===== src/rtl/core/sp_dma_pkg.sv =====
`timescale 1ns / 1ps
// ----------------------------------------------------------------------------
// Signal processor DMA register package
// Shared command codes, register indexes and controller/datapath interface.
// ----------------------------------------------------------------------------
package sp_dma_pkg;

  localparam int unsigned BankBytes = 4096;

  typedef enum logic [2:0] {
    CMD_REG_READ     = 3'd0,
    CMD_REG_WRITE    = 3'd1,
    CMD_TICK         = 3'd2,
    CMD_RAM_READ     = 3'd3,
    CMD_RAM_WRITE    = 3'd4,
    CMD_SCRATCH_READ = 3'd5,
    CMD_SCRATCH_WRITE = 3'd6,
    CMD_NONE         = 3'd7
  } cmd_e;

  typedef enum logic [3:0] {
    REG_MEM_ADDR  = 4'd0,
    REG_DRAM_ADDR = 4'd1,
    REG_READ_LEN  = 4'd2,
    REG_WRITE_LEN = 4'd3,
    REG_STATUS    = 4'd4,
    REG_FULL      = 4'd5,
    REG_BUSY      = 4'd6,
    REG_SEMAPHORE = 4'd7,
    REG_PC        = 4'd8
  } reg_e;

  localparam logic [3:0] CfgDoneTicks = 4'd0;

  typedef enum logic [2:0] {
    ST_IDLE,
    ST_EXEC,
    ST_DMA_RD,
    ST_DMA_WR,
    ST_OUT
  } state_e;

  // Controller to datapath.
  typedef struct packed {
    logic exec;       // perform the register/direct part of the item
    logic dma_start;  // load the DMA walker
    logic dma_dir;    // 1: scratch to RAM
    logic dma_read;   // issue source byte read
    logic dma_write;  // write destination byte and advance
    logic out_load;   // capture result
  } ctrl_t;

  // Datapath to controller.
  typedef struct packed {
    logic start_req;  // the executed item starts a transfer
    logic start_dir;
    logic dma_last;   // the current byte is the last one
    logic dma_empty;  // the transfer has no bytes
  } stat_t;

endpackage


===== src/rtl/core/sp_dma_ctrl.sv =====
`timescale 1ns / 1ps
// ----------------------------------------------------------------------------
// Signal processor DMA controller
// Sequences one item: execute, optional byte-wise copy, then result.
// ----------------------------------------------------------------------------
module sp_dma_ctrl (
  input  logic               clk_i,
  input  logic               rst_ni,
  input  logic               in_fire_i,
  input  logic               out_free_i,
  input  sp_dma_pkg::stat_t  stat_i,
  output sp_dma_pkg::ctrl_t  ctrl_o,
  output logic               in_ready_o
);
  import sp_dma_pkg::*;

  state_e state_q, state_d;
  logic   dir_q, dir_d;

  always_ff @(posedge clk_i or negedge rst_ni) begin
    if (!rst_ni) begin
      state_q <= ST_IDLE;
      dir_q   <= 1'b0;
    end else begin
      state_q <= state_d;
      dir_q   <= dir_d;
    end
  end

  always_comb begin
    state_d    = state_q;
    dir_d      = dir_q;
    ctrl_o     = '0;
    ctrl_o.dma_dir = dir_q;
    in_ready_o = 1'b0;
    case (state_q)
      ST_IDLE: begin
        in_ready_o = 1'b1;
        if (in_fire_i) state_d = ST_EXEC;
      end
      ST_EXEC: begin
        ctrl_o.exec = 1'b1;
        if (stat_i.start_req) begin
          dir_d            = stat_i.start_dir;
          ctrl_o.dma_start = 1'b1;
          ctrl_o.dma_dir   = stat_i.start_dir;
          state_d          = ST_DMA_RD;
        end else begin
          state_d = ST_OUT;
        end
      end
      ST_DMA_RD: begin
        if (stat_i.dma_empty) begin
          state_d = ST_OUT;
        end else begin
          ctrl_o.dma_read = 1'b1;
          state_d         = ST_DMA_WR;
        end
      end
      ST_DMA_WR: begin
        ctrl_o.dma_write = 1'b1;
        state_d = stat_i.dma_last ? ST_OUT : ST_DMA_RD;
      end
      ST_OUT: begin
        if (out_free_i) begin
          ctrl_o.out_load = 1'b1;
          state_d         = ST_IDLE;
        end
      end
      default: state_d = ST_IDLE;
    endcase
  end

endmodule


===== config.mk =====
export PLATFORM = sky130hd
export DESIGN_NAME = sp_dma_ctrl
export DESIGN_NICKNAME = d
export VERILOG_FILES = /design/src/rtl/core/sp_dma_pkg.sv /design/src/rtl/core/sp_dma_ctrl.sv
export SDC_FILE = /design/constraint.sdc
export NUM_CORES = 1
export LEC_CHECK = 0
export BUFFER_PORTS_ARGS = -buffer_cell sky130_fd_sc_hd__buf_4
export CORE_AREA = 2 2 39 41
export CTS_CLUSTER_SIZE = 28
export DETAILED_ROUTE_END_ITERATION = 10
export DIE_AREA = 0 0 41 43
export PLACE_DENSITY = 0.56
export SKIP_LAST_GASP = 1
export SLEW_MARGIN = 20
export SYNTH_ARGS = -nofsm -noshare
export SYNTH_HDL_FRONTEND = slang
export SYNTH_SLANG_ARGS = --single-unit

===== constraint.sdc =====
create_clock -name clk_i -period 3.1 [get_ports clk_i]
set_input_delay 0.31 -clock clk_i [delete_from_list [all_inputs] [get_ports clk_i]]
set_output_delay 0.31 -clock clk_i [all_outputs]
set_load 0.005 [all_outputs]

==> results.md, run 1 <==
* Outcome: finished, final reports clean
* Diodes inserted at 0
* Slowest CP cell: dfrtp_1
* Drt drc at 0
* Mean Syn Cell Area at ~11 µm²
* Die Y at between 40 and 50 µm
* Critical-path cell list: and4bb_1 -> mux2_2 -> buf_4
* Min Tclk post-route at around 1.9 ns
* CP Launch Type: flop
* Worst Skew at 0.004740 ns
* Gr usage total at under 10%
* Avg WL per Cell at around 10 µm
* Vias per cell at ~4.4
* Later-pin clock latency in the skew report at between 0.2 and 0.25 ns
* Reg power frac at a little over a third
* Mapped Cells at 27
* CP Data Arrival Time at about 1.6 ns
* Required time of the critical path at about 2.8 ns
* Setup TNS at 0 ns
* Internal Power at 231.4 µW
* Gate power share at between 40 and 50%
* Clk buf depth at 2
* VDD IR-drop max at between 0.3 and 0.4 mV
* Syn Nets at 35
* Slew Limit Fails at 0
* PwrDens at between 800 and 900 nW/µm²
* Initial drt markers at 1
* Crit-path max cell delay at about 0.48 ns
* Maximum Capacitance Violations at 0
* Fmax at approximately 520 MHz
* Routed Antenna Nets at 0
* Chip width at roughly 41 µm
* Power Total at about 350 µW
* Syn. warnings at 0
* CTS tree: done
* Remaining global-route overflow at 0
* Initial Utilization at 20.80%
* Synth unique cells at 18
* Synth Register Bits at 4
* Cell area after synthesis at 287.8 µm²
* Leakage at 0.0001957 µW
* Die area at 1763 µm²
* Largest net degree at the start of global routing at 13
* Vias in the first global route at ~220
* Cts bufs inserted at 3
* CP Class: flop to output port
* Register clock-pin slew on the reported worst setup and hold paths at approximately 0.04 ns
* Clock Sinks at 4
* Total Wirelength at approximately 590 µm
* RSZ-0062 raised after global routing: no
* Layout cell share with drive strength beyond 1 at approximately half
* Clock share of power at 18.5%
* Largest cells by area after synthesis: dfrtp_1 35%, mux2_2 7.8%, or4b_1 7.0%, nor4b_2 5.2%, or2b_1 5.2%
* FP Rows at 14
* Hold Path Class: primary input to flop
* Worst-Margin Slew at between 0.3 and 0.4 ns
* H-tree depth at 1
* Post-CTS setup buffer count at 0
* Vias at around 260
* P&R area growth vs syn at 47.39%
* Final net count at between 50 and 60
* DRT Pass-1 Iters at 2
* CTS resizes at 0
* Final hold vios at 0
* Max FO, Critical Path at 11
* Routability cong. at 0.6634
* Psw at around 120 µW
* Hold buffer count at CTS at 1
* Sequential area share after synthesis at a little over a third
* CTS Root Cell: clkbuf_4
* Port bufs at 14
* Crit. End Element: output port
* Antenna violations before repair at 0
* Sw Ratio at approximately a third
* First-pass GRT wire length at 945 µm
* Top cell type's share of synthesized area at 34.78%
* Final HPWL DP at around 430 µm
* Post-synth top area cell: dfrtp_1
* IO Pins at 15
* Final setup viols at 0
* Core ar. at between 1000 and 1500 µm²
* Slew headroom at approximately 78%
* Final period util at 61.63%
metal layers:
| layer | share of wire [%] | vias up | routed length, µm | track usage, % |
|---|---|---|---|---|
| met5 | 0 | - | 0 | 0 |
| met4 | 2.5 | 0 | 15 | 6.000 |
| met3 | 16 | 4 | 96 | 6.283 |
| met2 | 34 | 15 | 199 | 8.750 |
| met1 | 47 | 104 | 280 | 11.73 |
| li1 | - | 134 | - | - |
cells in the final DEF (no fill, tap or decap), drive strengths merged:
cell type     n
nor3          2
nor3b         1
nor4b         1
mux2          2
a211oi        1
nor2          1
or2b          2
nor4bb        1
mux2i         1
and4bb        1
dfrtp         4
o211ai        1
nand2         2
clkbuf        3
nand2b        1
dlygate4sd3   1
buf          14
or3           1
or4b          2
registers in the layout, indices dropped and copies added (netlist names):
signal and count:
state_q 3, dir_q 1
final timing paths:
check,slack (ns),cells past startpoint,start,to
max,1.19,3,state_q[2]$_DFFE_PN0P_,ctrl_o[3]
min,0.32,2,stat_i[2],dir_q$_DFFE_PN0P_
max reg2reg,1.75,2,state_q[2]$_DFFE_PN0P_,dir_q$_DFFE_PN0P_
min reg2reg,0.50,1,dir_q$_DFFE_PN0P_,dir_q$_DFFE_PN0P_
max in group asynchronous,2.58,2,rst_ni,state_q[0]$_DFFE_PN0P_
min in group asynchronous,0.42,2,rst_ni,state_q[1]$_DFFE_PN0P_
cell families (layout without fill, tap and decap cells):
group           count (synthesis)  count (layout)  share of synthesized area, %
buf+inv                         3              18                         7.391
mux                             3               3                         11.30
compound gates                  2               2                         6.957
flops                           4               4                         34.78
simple gates                   15              15                         39.57
metrics by stage:
step	area, µm²	setup slack (ns)	utilization [%]	cells	hold slack [ns]
final	424.2	1.189	30.65	58	0.3160
after CTS	424.2	1.178	30.65	58	0.3135
after global placement	391.6	1.469	28.30	54	0.1091
after global routing	424.2	1.107	30.65	58	0.3122
after detailed placement	391.6	1.424	28.30	54	0.1071
after floorplan	287.8	1.743	-	27	0.01441
critical path, delay by kind of cell (launching register included):
| kind | cells | cell delay [ns] |
|---|---|---|
| buf+inv | 1 | 0.13 |
| flops | 1 | 0.48 |
| mux | 1 | 0.35 |
| simple gates | 1 | 0.40 |
synth_stat cells:
library cell and n:
mux2_2 2, buf_2 2, nor2_1 1, mux2i_1 1
a211oi_1 1, or4b_1 2, nor4bb_1 1, or2b_1 2
and4bb_1 1, nor3_1 2, or3_1 1, buf_6 1
o211ai_2 1, nand2b_1 1, dfrtp_1 4, nand2_1 2
nor3b_1 1, nor4b_2 1
layout make-up:
| type | instances | area [µm²] |
|---|---|---|
| flip-flops and latches | 4 | 100.1 |
| repair buffers | 15 | 115.1 |
| fillers | 156 | 959.7 |
| well taps | 16 | 20.02 |
| multi-input cells | 20 | 166.4 |
| clock buffers | 3 | 22.52 |
power by group through the flow:
stage / combinational (µW) / clock, µW / sequential (µW)
after global placement: 162 / 0 / 125
after global routing: 177 / 74.5 / 134
after floorplan: 143 / 0 / 86.3
after detailed placement: 161 / 0 / 127
after CTS: 164 / 67.1 / 126
final: 160 / 64.8 / 125
Note: power is estimated with default switching activity, not from simulation.
==> inputs of run 2 (changes only) <==
- PLACE_DENSITY: 0.56 -> 0.58
- clock period: 3.1 -> 1.7 ns (I/O delays scaled with it)
==> run 2 against run 1 <==
Global-route usage grew 1.2 points. Combinational power rose to 2.6 times the previous value. Final area increased by 5.3%. Hold slack got worse by 0.13 ns. Wire length grew 8.3%. Critical path type unchanged.
==> results.md, run 2 (synthesis gave the netlist of run 1 again) <==
* Largest register FFs at 3 (unchanged)
* Initial drt markers at 4 (+3)
* Most frequent cells in the layout: 17 x buf_4, 4 x dfrtp_1, 3 x clkbuf_4
* Drt drc at 0 (unchanged)
* Vias at 277 (+7.8%)
* CTS tree: done
* Diodes inserted at 0 (unchanged)
* Maximum Capacitance Violations at 0 (unchanged)
* Routability cong. at 0.6584 (-0.75%)
* Finished Layout Cells at 61 (+5.2%)
* Crit path capture: ctrl_o[3]
* Crit. End Element: output port
* Antenna violations before repair at 0 (unchanged)
* Vias in the first global route at 271 (+26%)
* Clock Sinks at 4 (unchanged)
* Worst-Margin Slew at 0.2776 ns (-0.05520 ns)
* IO Pins at 15 (unchanged)
* Max FO, Critical Path at 4 (-7)
* Leakage at 0.0002112 µW (+8.0%)
* Crit-path max cell delay at 0.36 ns (-0.12 ns)
* Remaining global-route overflow at 0 (unchanged)
* CP startpoint: state_q[2]$_DFFE_PN0P_
* CTS Root Cell: clkbuf_4
* VDD IR-drop max at 0.6743 mV (+82%)
* Initial Utilization at 20.80% (unchanged)
* Critical-path cell list: and4bb_1 -> mux2_2 -> buf_4
* Later-pin clock latency in the skew report at 0.24 ns (about the same)
* Min Tclk post-route at about 1.6 ns
* Slew Limit Fails at 0 (unchanged)
* Avg WL per Cell at 10.51 µm (+3.0%)
* Commonest non-fill, non-tap cell in the layout: buf_4
* Worst reg2reg path depth at 3 (+1)
* Routed Antenna Nets at 0 (unchanged)
* Origin of the worst min-delay path: stat_i[2]
* Core ar. at 1384 µm² (unchanged)
* Port bufs at 14 (unchanged)
* Slew headroom at 81.45% (+3.6 points)
* FP Rows at 14 (unchanged)
* Final HPWL DP at 508.9 µm (+20%)
* P&R area growth vs syn at 55.22%
* First-pass GRT wire length at 1076 µm (+14%)
* Vias per cell at 4.541 (+2.5%)
* Hold Path Class: primary input to flop
* Crit Reg-Reg Startpoint: state_q[1]$_DFFE_PN0P_
* Fmax at 634.4 MHz
* Worst R2R End: state_q[2]$_DFFE_PN0P_
* Clk buf depth at 2 (unchanged)
* # fillers at 145 (-7.1%)
* Placed Cells at 57 (+5.6%)
* Register clock-pin slew on the reported worst setup and hold paths at 0.04 ns (about the same)
* CP Class: flop to output port
* Final hold vios at 0 (unchanged)
* DRT Pass-1 Iters at 2 (unchanged)
* Gr usage total at 9.759% (+1.2 points)
* Hold path depth at 2 (unchanged)
* Top reg by flops: state_q
* Post-CTS setup buffer count at 0 (unchanged)
* Largest registers: state_q: 3 flops, dir_q: 1 flops
* Total Wirelength at 641 µm (+8.3%)
* Final setup viols at 0 (unchanged)
* Die Y at 43 µm (unchanged)
* Die area at 1763 µm² (unchanged)
* Required time of the critical path at 1.53 ns (-1.26 ns)
* CP Launch Type: flop
* Worst Skew at 0.002185 ns (-0.002555 ns)
* Final period util at roughly 90%
* PwrDens at 1544 nW/µm² (+87%)
* End-of-flow core utilization at 32.28% (+1.6 points)
* RSZ-0062 raised after global routing: no
* Setup TNS at 0 ns (unchanged)
* Final net count at 55 (+5.8%)
* Hold buffer count at CTS at 1 (unchanged)
* Place WS at 0.3645 ns (-1.060 ns)
* Layout cell share with drive strength beyond 1 at 53.33% (+3.3 points)
* Cts bufs inserted at 3 (unchanged)
* CP Data Arrival Time at 1.41 ns (-0.19 ns)
* Setup WS post-layout at 0.1236 ns (-1.066 ns)
* Outcome: finished, final reports clean
* Slowest CP cell: dfrtp_1
* Chip width at 41 µm (unchanged)
* Largest net degree at the start of global routing at 12 (-1)
* CTS resizes at 0 (unchanged)
* Reg2Reg Setup Slack at 0.48 ns (-1.27 ns)
* H-tree depth at 1 (unchanged)
## run 2: where the power goes
group	switching [µW]	internal [µW]
Sequential	18.5	140
Clock	41.3	79.1
Combinational	168	243
Total	227	462
## run 2: through the flow
stage	area (µm²)	power, µW	hold slack [ns]
finish	446.7	689.7	0.1820
global route	446.7	755.7	0.1880
CTS	446.7	709.4	0.1774
detailed placement	414.1	577.4	-0.02990
global placement	414.1	571.7	-0.02990
floorplan	287.8	418.1	-0.1256
## run 2: worst min path at each step
stage | slack, ns | endpoint
final | 0.18 | dir_q$_DFFE_PN0P_
after global routing | 0.19 | dir_q$_DFFE_PN0P_
after CTS | 0.18 | dir_q$_DFFE_PN0P_
after detailed placement | -0.03 | state_q[1]$_DFFE_PN0P_
after global placement | -0.03 | state_q[1]$_DFFE_PN0P_
after floorplan | -0.13 | dir_q$_DFFE_PN0P_
## run 2: routing by layer
layer	global-route usage, %	share of wire (%)	vias to the layer above
li1	-	-	138
met1	13.92	50	121
met2	10.31	39	16
met3	3.141	8.0	2
met4	10.00	2.8	0
met5	0	0	-
## run 2: critical path: cells and delay by family, from the launching register on
kind          cells  cell delay [ns]
simple gates      1             0.33
mux               1             0.35
buf+inv           1             0.13
flops             1             0.36
## run 2: layout make-up
cell class                      instances  area [µm²]  share of cell area (%)
Tap cell                               16       20.02                   4.482
Sequential cell                         4       100.1                   22.41
Timing Repair Buffer                   18       137.6                   30.81
Multi-Input combinational cell         20       166.4                   37.26
Clock buffer                            3       22.52                   5.042
==> inputs of run 3 (changes only) <==
--- a/config.mk
+++ b/config.mk
@@ -12,3 +12,3 @@
 export DIE_AREA = 0 0 41 43
-export PLACE_DENSITY = 0.58
+export PLACE_DENSITY = 0.45
 export SKIP_LAST_GASP = 1
==> constraint.sdc (replaced) <==
create_clock -name clk_i -period 1.7 [get_ports clk_i]
set_input_delay 0.34 -clock clk_i [delete_from_list [all_inputs] [get_ports clk_i]]
set_output_delay 0.34 -clock clk_i [all_outputs]
set_load 0.005 [all_outputs]
==> run 3 against run 2 <==
Final area increased by 5.0%. Non-clock buffer count increased by 2. Via count decreased by 1.1%. Sequential power about the same. Count of clock-buffer cells in the layout unchanged. Sequential cell count unchanged. Critical path type unchanged.
==> results.md, run 3 (synthesis gave the netlist of run 1 again) <==
* Largest register FFs at 3 (unchanged)
* Crit path capture: ctrl_o[3]
* Placed Cells at 57 (unchanged)
* CTS tree: done
* Hold Path Class: primary input to flop
* Slew Limit Fails at 0 (unchanged)
* Final period util at 99.82% (+7.1 points)
* VDD IR-drop max at 0.5393 mV (-20%)
* Fmax at 589.3 MHz (-7.1%)
* P&R area growth vs syn at 63.04%
* Crit Reg-Reg Startpoint: state_q[1]$_DFFE_PN0P_
* Antenna violations before repair at 0 (unchanged)
* Clk buf depth at 2 (unchanged)
* Commonest non-fill, non-tap cell in the layout: buf_4
* Core ar. at 1384 µm² (unchanged)
* Largest net degree at the start of global routing at 12 (unchanged)
* H-tree depth at 1 (unchanged)
* Layout cell share with drive strength beyond 1 at 57.45% (+4.1 points)
* Final HPWL DP at 514.1 µm (+1.0%)
* CTS Root Cell: clkbuf_4
* Leakage at 0.0002236 µW (+5.9%)
* Finished Layout Cells at 63 (+3.3%)
* Drt drc at 0 (unchanged)
* Later-pin clock latency in the skew report at 0.23 ns (about the same)
* Top reg by flops: state_q
* Vias at 274 (-1.1%)
* Slew headroom at 83.45% (+2.0 points)
* Initial Utilization at 20.80% (unchanged)
* Levels on crit path at 3 (unchanged)
* Total Wirelength at 732 µm (+14%)
* Die area at 1763 µm² (unchanged)
* Worst reg2reg path depth at 4 (+1)
* # fillers at 161 (+11%)
* Die Y at 43 µm (unchanged)
* WP buf/inv at 1 (unchanged)
* DRT Pass-1 Iters at 1 (-1)
* FP Rows at 14 (unchanged)
* Footprint of the multi-input gates at 170.2 µm² (+2.3%)
* Routability cong. at 0.6913 (+5.0%)
* PwrDens at 1575 nW/µm² (+2.0%)
* Routed Antenna Nets at 0 (unchanged)
* End-of-flow core utilization at 33.91% (+1.6 points)
* Initial drt markers at 0 (-4)
* Crit. End Element: output port
* Final net count at 57 (+3.6%)
* Outcome: finished, final reports clean
* Top Family by Delay on Critical Path: flip-flops
* Hold path depth at 2 (unchanged)
* Vias in the first global route at 251 (-7.4%)
* Register clock-pin slew on the reported worst setup and hold paths at 0.04 ns (about the same)
* Slowest CP cell: dfrtp_1
* Final setup viols at 0 (unchanged)
* Worst-Margin Slew at 0.2476 ns (-0.02993 ns)
* Hold slack at 0.3636 ns (+0.1817 ns)
* Cts bufs inserted at 3 (unchanged)
* Reg area at 100.1 µm² (unchanged)
* Avg WL per Cell at 11.62 µm (+11%)
* Worst Skew at 0.0009229 ns (-0.001263 ns)
* Final hold vios at 0 (unchanged)
* Clock Sinks at 4 (unchanged)
* Chip width at 41 µm (unchanged)
* Max FO, Critical Path at 2 (-2)
* IO Pins at 15 (unchanged)
* First-pass GRT wire length at 1076 µm (unchanged)
* Min Tclk post-route at 1.697 ns (+0.1205 ns)
* Worst R2R End: state_q[2]$_DFFE_PN0P_
* CP Launch Type: flop
* CP startpoint: state_q[2]$_DFFE_PN0P_
* Power Total at 738.9 µW (+7.1%)
* Reg2Reg Setup Slack at 0.35 ns (-0.13 ns)
* Gr usage total at 9.668% (-0.091 points)
* Vias per cell at 4.349 (-4.2%)
* Maximum Capacitance Violations at 0 (unchanged)
* Critical-path cell list: and4bb_2 -> mux2_4 -> buf_6
* Largest registers: state_q: 3 flops, dir_q: 1 flops
* RSZ-0062 raised after global routing: yes
* CP Class: flop to output port
* Remaining global-route overflow at 0 (unchanged)
* CP Data Arrival Time at 1.36 ns (-0.05 ns)
* Most frequent cells in the layout: 18 x buf_4, 4 x dfrtp_1, 3 x clkbuf_4
* Required time of the critical path at 1.36 ns (-0.17 ns)
* Port bufs at 14 (unchanged)
* Crit-path max cell delay at 0.37 ns (about the same)
* Diodes inserted at 0 (unchanged)
[run 3: cell count changes in the layout (fill, tap and decap cells not counted)]
cell	change
buf_6	+1
mux2_2	-1
and4bb_1	-1
buf_4	+1
and4bb_2	+1
mux2_4	+1
[run 3: stage by stage]
stage | instance area [µm²] | setup TNS, ns | worst slack [ns]
finish | 469.2 | 0 | 0.003100
global placement | 414.1 | 0 | 0.2031
floorplan | 287.8 | 0 | 0.3127
global route | 469.2 | -0.03413 | -0.03413
detailed placement | 414.1 | 0 | 0.1776
CTS | 465.4 | 0 | 0.008074
[run 3: worst min path at each step]
stage / start / to / slack (ns)
floorplan: rst_ni / dir_q$_DFFE_PN0P_ / 0.04
global placement: rst_ni / state_q[1]$_DFFE_PN0P_ / 0.14
detailed placement: rst_ni / state_q[0]$_DFFE_PN0P_ / 0.14
CTS: stat_i[2] / dir_q$_DFFE_PN0P_ / 0.36
global route: stat_i[2] / dir_q$_DFFE_PN0P_ / 0.37
finish: stat_i[2] / dir_q$_DFFE_PN0P_ / 0.36
[run 3: repair_timing]
action	CTS	global route
gates resized for setup	2	1
endpoints found under the setup margin	1	1
hold endpoints to repair	4	0
buffers inserted	2	0
hold buffers	1	0
pin swaps	1	1
[run 3: worst register-to-register path, cell delays in order, from the launching register on]
cell	delay, ns
dfrtp_1	0.37
buf_4	0.13
buf_4	0.15
or4b_1	0.54
o211ai_2	0.08
[run 3: power breakdown]
part | switching, µW | leakage (µW) | internal (µW)
Combinational | 181 | 0.000159 | 282
Clock | 35.6 | 0.0000138 | 78.8
Sequential | 21.9 | 0.0000511 | 140
[run 3: metal layers]
metal / up-vias / routed length (µm) / track usage [%]
met2: 10 / 356 / 12.50
met4: 0 / 0 / 10.00
met1: 123 / 322 / 12.34
met5: - / 0 / 0
met3: 0 / 53 / 1.571
li1: 141 / - / -
[run 3: layout make-up]
cell class	count	area share (%)
tap	16	4.267
clock buffer	3	4.800
sequential	4	21.33
timing repair buffer	20	33.33
multi-input combinational	20	36.27
